**src/rtl/streaming_insertion_sorter_assert.svh**
```systemverilog
// Assertion macros shared by the sorter RTL.
`ifndef STREAMING_INSERTION_SORTER_ASSERT_SVH
`define STREAMING_INSERTION_SORTER_ASSERT_SVH

// Same-cycle implication, checked outside reset.
`define SIS_ASSERT_NOW(label, ante, cons) \
  label: assert property (@(posedge clk) disable iff (!rst_n) (ante) |-> (cons)) \
    else $error("sorter check failed: same-cycle implication");

// Next-cycle implication, checked outside reset.
`define SIS_ASSERT_NEXT(label, ante, cons) \
  label: assert property (@(posedge clk) disable iff (!rst_n) (ante) |=> (cons)) \
    else $error("sorter check failed: next-cycle implication");

`endif

```
**src/rtl/sis_pkg.sv**
```systemverilog
// Package: sizes and control struct for the streaming insertion sorter.
package sis_pkg;

  localparam int DEPTH  = 32;
  localparam int DATA_W = 32;

  typedef logic signed [DATA_W-1:0] data_t;

  // Per-cycle command broadcast to every cell.
  typedef struct packed {
    logic insert;     // place ins_value into the sorted chain
    logic shift_out;  // move every entry one cell toward the head
  } ctrl_t;

endpackage

```
**src/rtl/sis_cell.sv**
```systemverilog
// One storage cell of the sorting chain.
module sis_cell (
  input  logic           clk,
  input  logic           rst_n,
  input  sis_pkg::ctrl_t ctrl,
  input  sis_pkg::data_t ins_value,
  input  logic           prev_gt,
  input  sis_pkg::data_t prev_value,
  input  logic           prev_valid,
  input  sis_pkg::data_t next_value,
  input  logic           next_valid,
  output logic           gt,
  output sis_pkg::data_t value,
  output logic           valid
);

  sis_pkg::data_t value_r, value_nxt;
  logic           valid_r, valid_nxt;

  // Empty cells count as greater so the new value lands at the fill edge.
  // Equal values do not count, which keeps the sort stable.
  assign gt = !valid_r || (value_r > ins_value);

  always_comb begin
    value_nxt = value_r;
    valid_nxt = valid_r;
    if (ctrl.shift_out) begin
      value_nxt = next_value;
      valid_nxt = next_valid;
    end else if (ctrl.insert && gt) begin
      if (prev_gt) begin
        value_nxt = prev_value;
        valid_nxt = prev_valid;
      end else begin
        value_nxt = ins_value;
        valid_nxt = 1'b1;
      end
    end
  end

  always_ff @(posedge clk) begin
    if (!rst_n) begin
      valid_r <= 1'b0;
    end else begin
      valid_r <= valid_nxt;
    end
  end

  always_ff @(posedge clk) begin
    value_r <= value_nxt;
  end

  assign value = value_r;
  assign valid = valid_r;

endmodule

```
**src/rtl/streaming_insertion_sorter.sv**
```systemverilog
// Top level: stable streaming insertion sorter built as a chain of cells.
// Insert: one value per cycle unless stalled; all cells compare in parallel,
//   so a value is placed the cycle after its transaction; the next may follow.
// Drain: the first result is valid the cycle after the marked transaction;
//   results leave one per cycle while out_stall is low; input stalls until done.
// Reset (synchronous, rst_n low): all cells empty, overflow and drain cleared.
module streaming_insertion_sorter (
  input  logic                               clk,
  input  logic                               rst_n,
  input  logic                               in_valid,
  output logic                               in_stall,
  input  logic signed [sis_pkg::DATA_W-1:0]  in_data_value,
  input  logic                               in_last_item,
  output logic                               out_valid,
  input  logic                               out_stall,
  output logic signed [sis_pkg::DATA_W-1:0]  out_sorted_value,
  output logic                               out_last_of_run,
  output logic                               out_overflowed
);

  `include "streaming_insertion_sorter_assert.svh"

  localparam int D = sis_pkg::DEPTH;

  // Chain wiring: per-cell compare result, contents and valid bit.
  logic           gt_w    [D];
  sis_pkg::data_t value_w [D];
  logic [D-1:0]   valid_vec;

  sis_pkg::ctrl_t ctrl;

  logic draining_r, draining_nxt;
  logic overflow_r, overflow_nxt;

  logic in_take;   // input transaction this cycle
  logic out_take;  // result transaction this cycle
  logic full;

  // While draining the chain holds a finished set; new input waits.
  assign in_stall = draining_r;
  assign in_take  = in_valid && !draining_r;

  // The head cell is the output register. Its valid bit gates the result.
  assign out_valid        = draining_r && valid_vec[0];
  assign out_sorted_value = value_w[0];
  assign out_last_of_run  = !valid_vec[1];
  assign out_overflowed   = overflow_r;
  assign out_take         = out_valid && !out_stall;

  // Valid entries are packed from cell 0, so the tail cell marks full.
  assign full = valid_vec[D-1];

  assign ctrl.insert    = in_take && !full;
  assign ctrl.shift_out = out_take;

  genvar gi;
  generate
    for (gi = 0; gi < D; gi++) begin : g_cell
      sis_pkg::data_t prev_value_w, next_value_w;
      logic           prev_gt_w, prev_valid_w, next_valid_w;

      if (gi == 0) begin : g_head
        // Nothing ahead of the head: a new smallest value enters here.
        assign prev_gt_w    = 1'b0;
        assign prev_value_w = in_data_value;
        assign prev_valid_w = 1'b0;
      end else begin : g_body
        assign prev_gt_w    = gt_w[gi-1];
        assign prev_value_w = value_w[gi-1];
        assign prev_valid_w = valid_vec[gi-1];
      end

      if (gi == D - 1) begin : g_tail
        // Shifting out empties the tail.
        assign next_value_w = value_w[gi];
        assign next_valid_w = 1'b0;
      end else begin : g_mid
        assign next_value_w = value_w[gi+1];
        assign next_valid_w = valid_vec[gi+1];
      end

      sis_cell u_cell (
        .clk        (clk),
        .rst_n      (rst_n),
        .ctrl       (ctrl),
        .ins_value  (in_data_value),
        .prev_gt    (prev_gt_w),
        .prev_value (prev_value_w),
        .prev_valid (prev_valid_w),
        .next_value (next_value_w),
        .next_valid (next_valid_w),
        .gt         (gt_w[gi]),
        .value      (value_w[gi]),
        .valid      (valid_vec[gi])
      );
    end
  endgenerate

  // Drain starts after the marked transaction (its value, if kept, is then
  // in the chain) and ends when the last result is taken.
  always_comb begin
    draining_nxt = draining_r;
    overflow_nxt = overflow_r;
    if (in_take && full) begin
      overflow_nxt = 1'b1;
    end
    if (in_take && in_last_item) begin
      draining_nxt = 1'b1;
    end
    if (out_take && out_last_of_run) begin
      draining_nxt = 1'b0;
      overflow_nxt = 1'b0;
    end
  end

  always_ff @(posedge clk) begin
    if (!rst_n) begin
      draining_r <= 1'b0;
      overflow_r <= 1'b0;
    end else begin
      draining_r <= draining_nxt;
      overflow_r <= overflow_nxt;
    end
  end

  // Occupied cells always form an unbroken run from the head.
  `SIS_ASSERT_NOW(a_packed_chain, 1'b1, (valid_vec & (valid_vec + 1'b1)) == '0)
  // A drain never stalls on an empty head.
  `SIS_ASSERT_NOW(a_drain_nonempty, draining_r, valid_vec[0])
  // Results leave in ascending order within a set.
  `SIS_ASSERT_NEXT(a_ascending, out_take && !out_last_of_run,
                   out_valid && (out_sorted_value >= $past(out_sorted_value)))
  // After the final result the chain is empty and input resumes.
  `SIS_ASSERT_NEXT(a_run_done, out_take && out_last_of_run,
                   !in_stall && (valid_vec == '0) && !out_overflowed)

endmodule

```
**config.mk**
```make
export PLATFORM = sky130hd
export DESIGN_NAME = streaming_insertion_sorter
export DESIGN_NICKNAME = d
export VERILOG_FILES = /design/src/rtl/sis_pkg.sv /design/src/rtl/sis_cell.sv /design/src/rtl/streaming_insertion_sorter.sv
export VERILOG_INCLUDE_DIRS = /design/src /design/src/rtl
export SDC_FILE = /design/constraint.sdc
export NUM_CORES = 2
export LEC_CHECK = 0
export BUFFER_PORTS_ARGS = -buffer_cell sky130_fd_sc_hd__buf_2
export CAP_MARGIN = 20
export CORE_ASPECT_RATIO = 0.7
export CORE_MARGIN = 2
export CORE_UTILIZATION = 55
export DETAILED_ROUTE_END_ITERATION = 10
export PLACE_DENSITY_LB_ADDON = 0.3
export REMOVE_ABC_BUFFERS = 1
export SYNTH_ARGS = -nofsm -noshare
export SYNTH_HDL_FRONTEND = slang
export SYNTH_SLANG_ARGS = --single-unit
```
**constraint.sdc**
```tcl
create_clock -name clk -period 7.6 [get_ports clk]
set_input_delay 0.76 -clock clk [delete_from_list [all_inputs] [get_ports clk]]
set_output_delay 0.76 -clock clk [all_outputs]
set_load 0.03 [all_outputs]
```
Yosys cells after proc, flatten, opt, wreduce, memory -nomap -nowiden

Cells that the tools add are included.

Memories kept: 0
Bits in latches: 0
Flip-flop bits (word level): 1058
Input bits: 37
Memory bits (read-only): 0
Output and inout bits: 36
RAM bits: 0
Word-level logic and storage cells: 425

Equality and inequality tests: 0
Div/mod/pow operators: 0
Bitwise operators: 2
Reductions and logical operators: 139
Shift-type cells: 0
Add/subtract/negate cells: 0
$lt $le $gt $ge: 32
Multipliers: 0
Muxes and demuxes: 186

Operators by type and width:

| kind                | count |
|---|---|
| $mux W32            | 93 |
| $gt A32 B32 Y1      | 32 |
| $mux W1             | 93 |
| $reduce_bool A2 Y1  | 31 |
| $logic_and A1 B1 Y1 | 39 |
| $logic_not A1 Y1    | 34 |
| $logic_or A1 B1 Y1  | 32 |
| $reduce_or A2 Y1    | 2 |
| $not A1 Y1          | 2 |
| $reduce_and A2 Y1   | 1 |

Depth between registers and ports, before layout

Word-level depth: 6
Gate-level depth with buffers: 12

Cells and area by module

Synthesis repeated with hierarchy kept, for this count alone.

Cells, all modules: 8525
Area total of the unflattened synthesis: 80427.1 µm²

Modules (own cells, without submodules):

| module                     | times used | area an instance (µm²) | seq. area each (µm²) | cells an instance |
|---|---|---|---|---|
| sis_cell                   | 32         | 2509.9                 | 980.9                | 266 |
| streaming_insertion_sorter | 1          | 110.1                  | 40.0                 | 13 |

Worst setup path before layout

Ideal clock, no wire load.

Path kind: input -> register
Start point: in in_data_value[1] in the netlist's numbering
End point: reg g_cell[17].u_cell.value_r[0] (enable)
Buffers on the path: 1
Data required time: 7134 ps
Setup time: 466 ps
Arrival time: 5412 ps
Slack: 1723 ps
Stages on the path: 10
Cells stage by stage: inv_1 -> ha_1 -> nor2b_1 -> o211ai_1 -> a21oi_1 -> a2111oi_0 -> o21a_1 -> o311ai_4 -> buf_4 -> o21ai_0

Word-level cells in the longest chain between the ends: 4

Ends and longest elaborated chain:

| item                                | line                             | RTL |
|---|---|---|
| start: declaration                  | streaming_insertion_sorter.sv:12 | `input logic signed [sis_pkg::DATA_W-1:0] in_data_value,` |
| $gt A32 B32 Y1                      | sis_cell.sv:22                   | `assign gt = !valid_r \|\| (value_r > ins_value);` |
| $logic_or A1 B1 Y1                  | sis_cell.sv:22                   |  |
| $logic_and A1 B1 Y1                 | sis_cell.sv:30                   | `end else if (ctrl.insert && gt) begin` |
| $reduce_bool A2 Y1 (no source line) | -                                |  |
| end signal: assignment              | sis_cell.sv:50                   | `value_r <= value_nxt;` |
| end: declaration                    | sis_cell.sv:17                   | `sis_pkg::data_t value_r, value_nxt;` |

No other way between the ends.
A chain may end at the register's enable or synchronous reset.

Final worst setup path

Start point: in in_data_value[31] in the netlist's numbering
End point: reg g_cell[15].u_cell.value_r[25] (enable)

Word-level cells in the longest chain between the ends: 4

Ends and longest elaborated chain:

| item                                | line |
|---|---|
| $gt A32 B32 Y1                      | sis_cell.sv:22 |
| $logic_or A1 B1 Y1                  | sis_cell.sv:22 |
| $logic_and A1 B1 Y1                 | sis_cell.sv:30 |
| $reduce_bool A2 Y1 (no source line) | - |
| end signal: assignment              | sis_cell.sv:50 |
| end: declaration                    | sis_cell.sv:17 |

No other way between the ends.

==> metrics <==
outcome=complete, no violations; Async SR Flop Fraction=0; layout cell share with drive strength beyond 1=0.06573; clock sinks=1058; Gate Count Post-Synth=between 7000 and 8000; register area share after synthesis=0.4273; HPWL reported at the end of detailed placement=about 180000 um; vias per cell=around 7.1; Worst Tran Pin Value=1.270 ns; Critical Path End Type=flop; PostCTS Resize Cnt=0; first-pass GRT wire length=375200 um; FF+latch count, synth=~1100; placed standard-cell area=~0.076 mm^2; RSZ-0062 raised after global routing=false; CTS Hold Bufs=0; grt ovf=0; minimum clock period=approximately 5.4 ns; htree depth=3; area of the core=between 0.1 and 0.15 mm^2; dominant synthesized flop cell=edfxtp_1; vias in the first global route=between 60000 and 70000; Horiz. Die Dim=about 440 um; Worst-path clk slew=0.06 ns; largest fanout on the critical path=64; Hold Path Class=input pin to flop; Yosys warnings=0; GRT met2 Usage=0.4847; Crit path required time=between 8 and 9 ns; count leader, synth=nand2_1; Synth Area per Inst=9.827 um^2; met3 Track Usage GR=0.1111; DRT Pass-1 Iters=8; leading area contributor after synthesis=edfxtp_1; Max stage delay on crit path=0.80 ns; # fillers=~11000; post-synth top area share=0.4181; Max-slew headroom=0.1535; Achievable Freq=between 150 and 200 MHz; Final nets=roughly 8400; Die H=310.0 um; Power Density=between 200 and 250 mW/mm^2; GP Congestion=about 0.99; post-route ant nets=0; Setup crit start kind=input pin; Core Util, Final=0.5987; final setup margin=about 2.2 ns; TritonCTS clock tree=done; clock latency at the later pin of the worst-skew pair=about 0.76 ns; initial antenna violation count=10; Post-synth EDFFs=between 1000 and 1500; post-synthesis cell type count=56; slowest CP cell=or4_1; # Post-CTS Setup Buffers=0; final hold violation count=0; max-slew violation count=0; final worst-path cycle share=0.7170; busiest metal layer after global routing=met1; Avg WL per Cell=around 27 um; cell leakage power=between 0.03 and 0.04 uW; CP most frequent cell=buf_4; root buf cell=clkbuf_16; Layout area overhead=8.256%; First DRT Iteration DRCs=10800; hold_ws=roughly 0.25 ns; die area=approximately 0.14 mm^2; Finished Cell Area=0.07962 mm^2; Initial Utilization=0.5531; Global Route Usage Sum=0.3577; Mapped Area=roughly 0.074 mm^2; CP cell instances=buf_2 > inv_1 > buf_4 > ha_1 > nand4_1 > or4_1 > nor2_1 > o31a_1 > o32ai_1 > a21oi_4 > buf_4 > nand2_1 > nand2_1 > buf_4; Fin Setup TNS=0 ns; IO buf count=72; # setup viols final=0; worst slack at placement=roughly 1.6 ns; synth cell count leaders=1290 x nand2_1, 1024 x edfxtp_1, 992 x ha_1, 866 x nand3_1, 856 x o211ai_1; largest net degree at the start of global routing=241; VDD IR max=0.1904 mV; num rows=around 110; cts bufs inserted=110; io pins=73; final WL=about 250000 um; M1 GR Usage=0.5518; max cap viols=0; crit path kind=input pin to flop; via count=around 65000; dominant cells by area after synthesis=edfxtp_1 42%, ha_1 17%, o211ai_1 8.7%; clk_skew=0.02610 ns; clock buffer depth=3; drt drc=0; CP arrival=just under 6 ns
## cell families (layout without fill, tap and decap cells)
kind of cell | Yosys count | in the layout | synth area share
buffers and inverters | 644 | 598 | 0.03540
adder cells (fa/ha/maj) | 992 | 992 | 0.1688
flip-flops | 1058 | 1058 | 0.4273
multiplexers | 145 | 145 | 0.02029
other | 0 | 9 | 0
AND/OR/NAND/NOR | 2652 | 2652 | 0.1643
AO/OA/AOI/OAI | 1994 | 1994 | 0.1840
## flip-flops by register name, summed over array words and instances (netlist names)
register and flops:
g_cell.u_cell.value 1024, out_overflowed 1, g_cell.u_cell.valid 32, in_stall 1
## metal layers
| layer | wire (um) | vias up |
|---|---|---|
| met5 | 55 | - |
| met4 | 5710 | 6 |
| met3 | 39350 | 402 |
| met2 | 100100 | 4540 |
| met1 | 106300 | 31680 |
| li1 | - | 28686 |
## critical path, delay by kind of cell
kind | cells | cell delay, ns
and+or+nand+nor | 5 | 2.07
buffers and inverters | 5 | 2.04
adders and majority gates | 1 | 0.43
AOI/OAI and AO/OA | 3 | 0.51
## through the flow
| step | power, uW | instances |
|---|---|---|
| CTS | 17610 | 9196 |
| floorplan | 10630 | 6992 |
| global route | 18420 | 9206 |
| finish | 17800 | 9215 |
| detailed placement | 11860 | 8986 |
| global placement | 11630 | 8983 |
## worst paths after layout
kind	start	endpoint	slack (ns)	cells after the start
min	in_last_item	in_stall	0.25	3
max	in_data_value[31]	g_cell[15].u_cell.value[25]	2.15	14
min reg2reg	out_overflowed	out_overflowed	0.46	2
max reg2reg	g_cell[15].u_cell.value[31]	g_cell[15].u_cell.value[25]	2.62	11
## where the power goes
part           internal [uW]  switching [uW]  leakage, uW
logic                   1430            2460       0.0196
clock network           3300            2550      0.00185
registers               7350             701       0.0102
## final cells by class
cell class / count / area, um^2 / share of cell area
repair buffers: 237 / 1842 / 0.02313
clock buffers: 141 / 3003 / 0.03771
flip-flops and latches: 1058 / 31430 / 0.3947
inverters: 151 / 568.0 / 0.007134
multi-input cells: 5783 / 39810 / 0.5000
clock inverters: 69 / 734.5 / 0.009224
well taps: 1767 / 2211 / 0.02777
diodes: 9 / 22.52 / 0.0002828
## cell usage in the layout (no fill, tap or decap), drive strengths merged, types with 44 or more instances in the layout
cell type and instances:
nand2 1290, edfxtp 1024, ha 992, nand3 866
o211ai 856, a21oi 446, o21ai 261, buf 236
nand4 202, a21o 187, inv 155, clkbuf 142
mux2i 112, nor2 93, nor3 56, clkinv 48
o211a 44
Note: power is estimated with default switching activity, not from simulation.
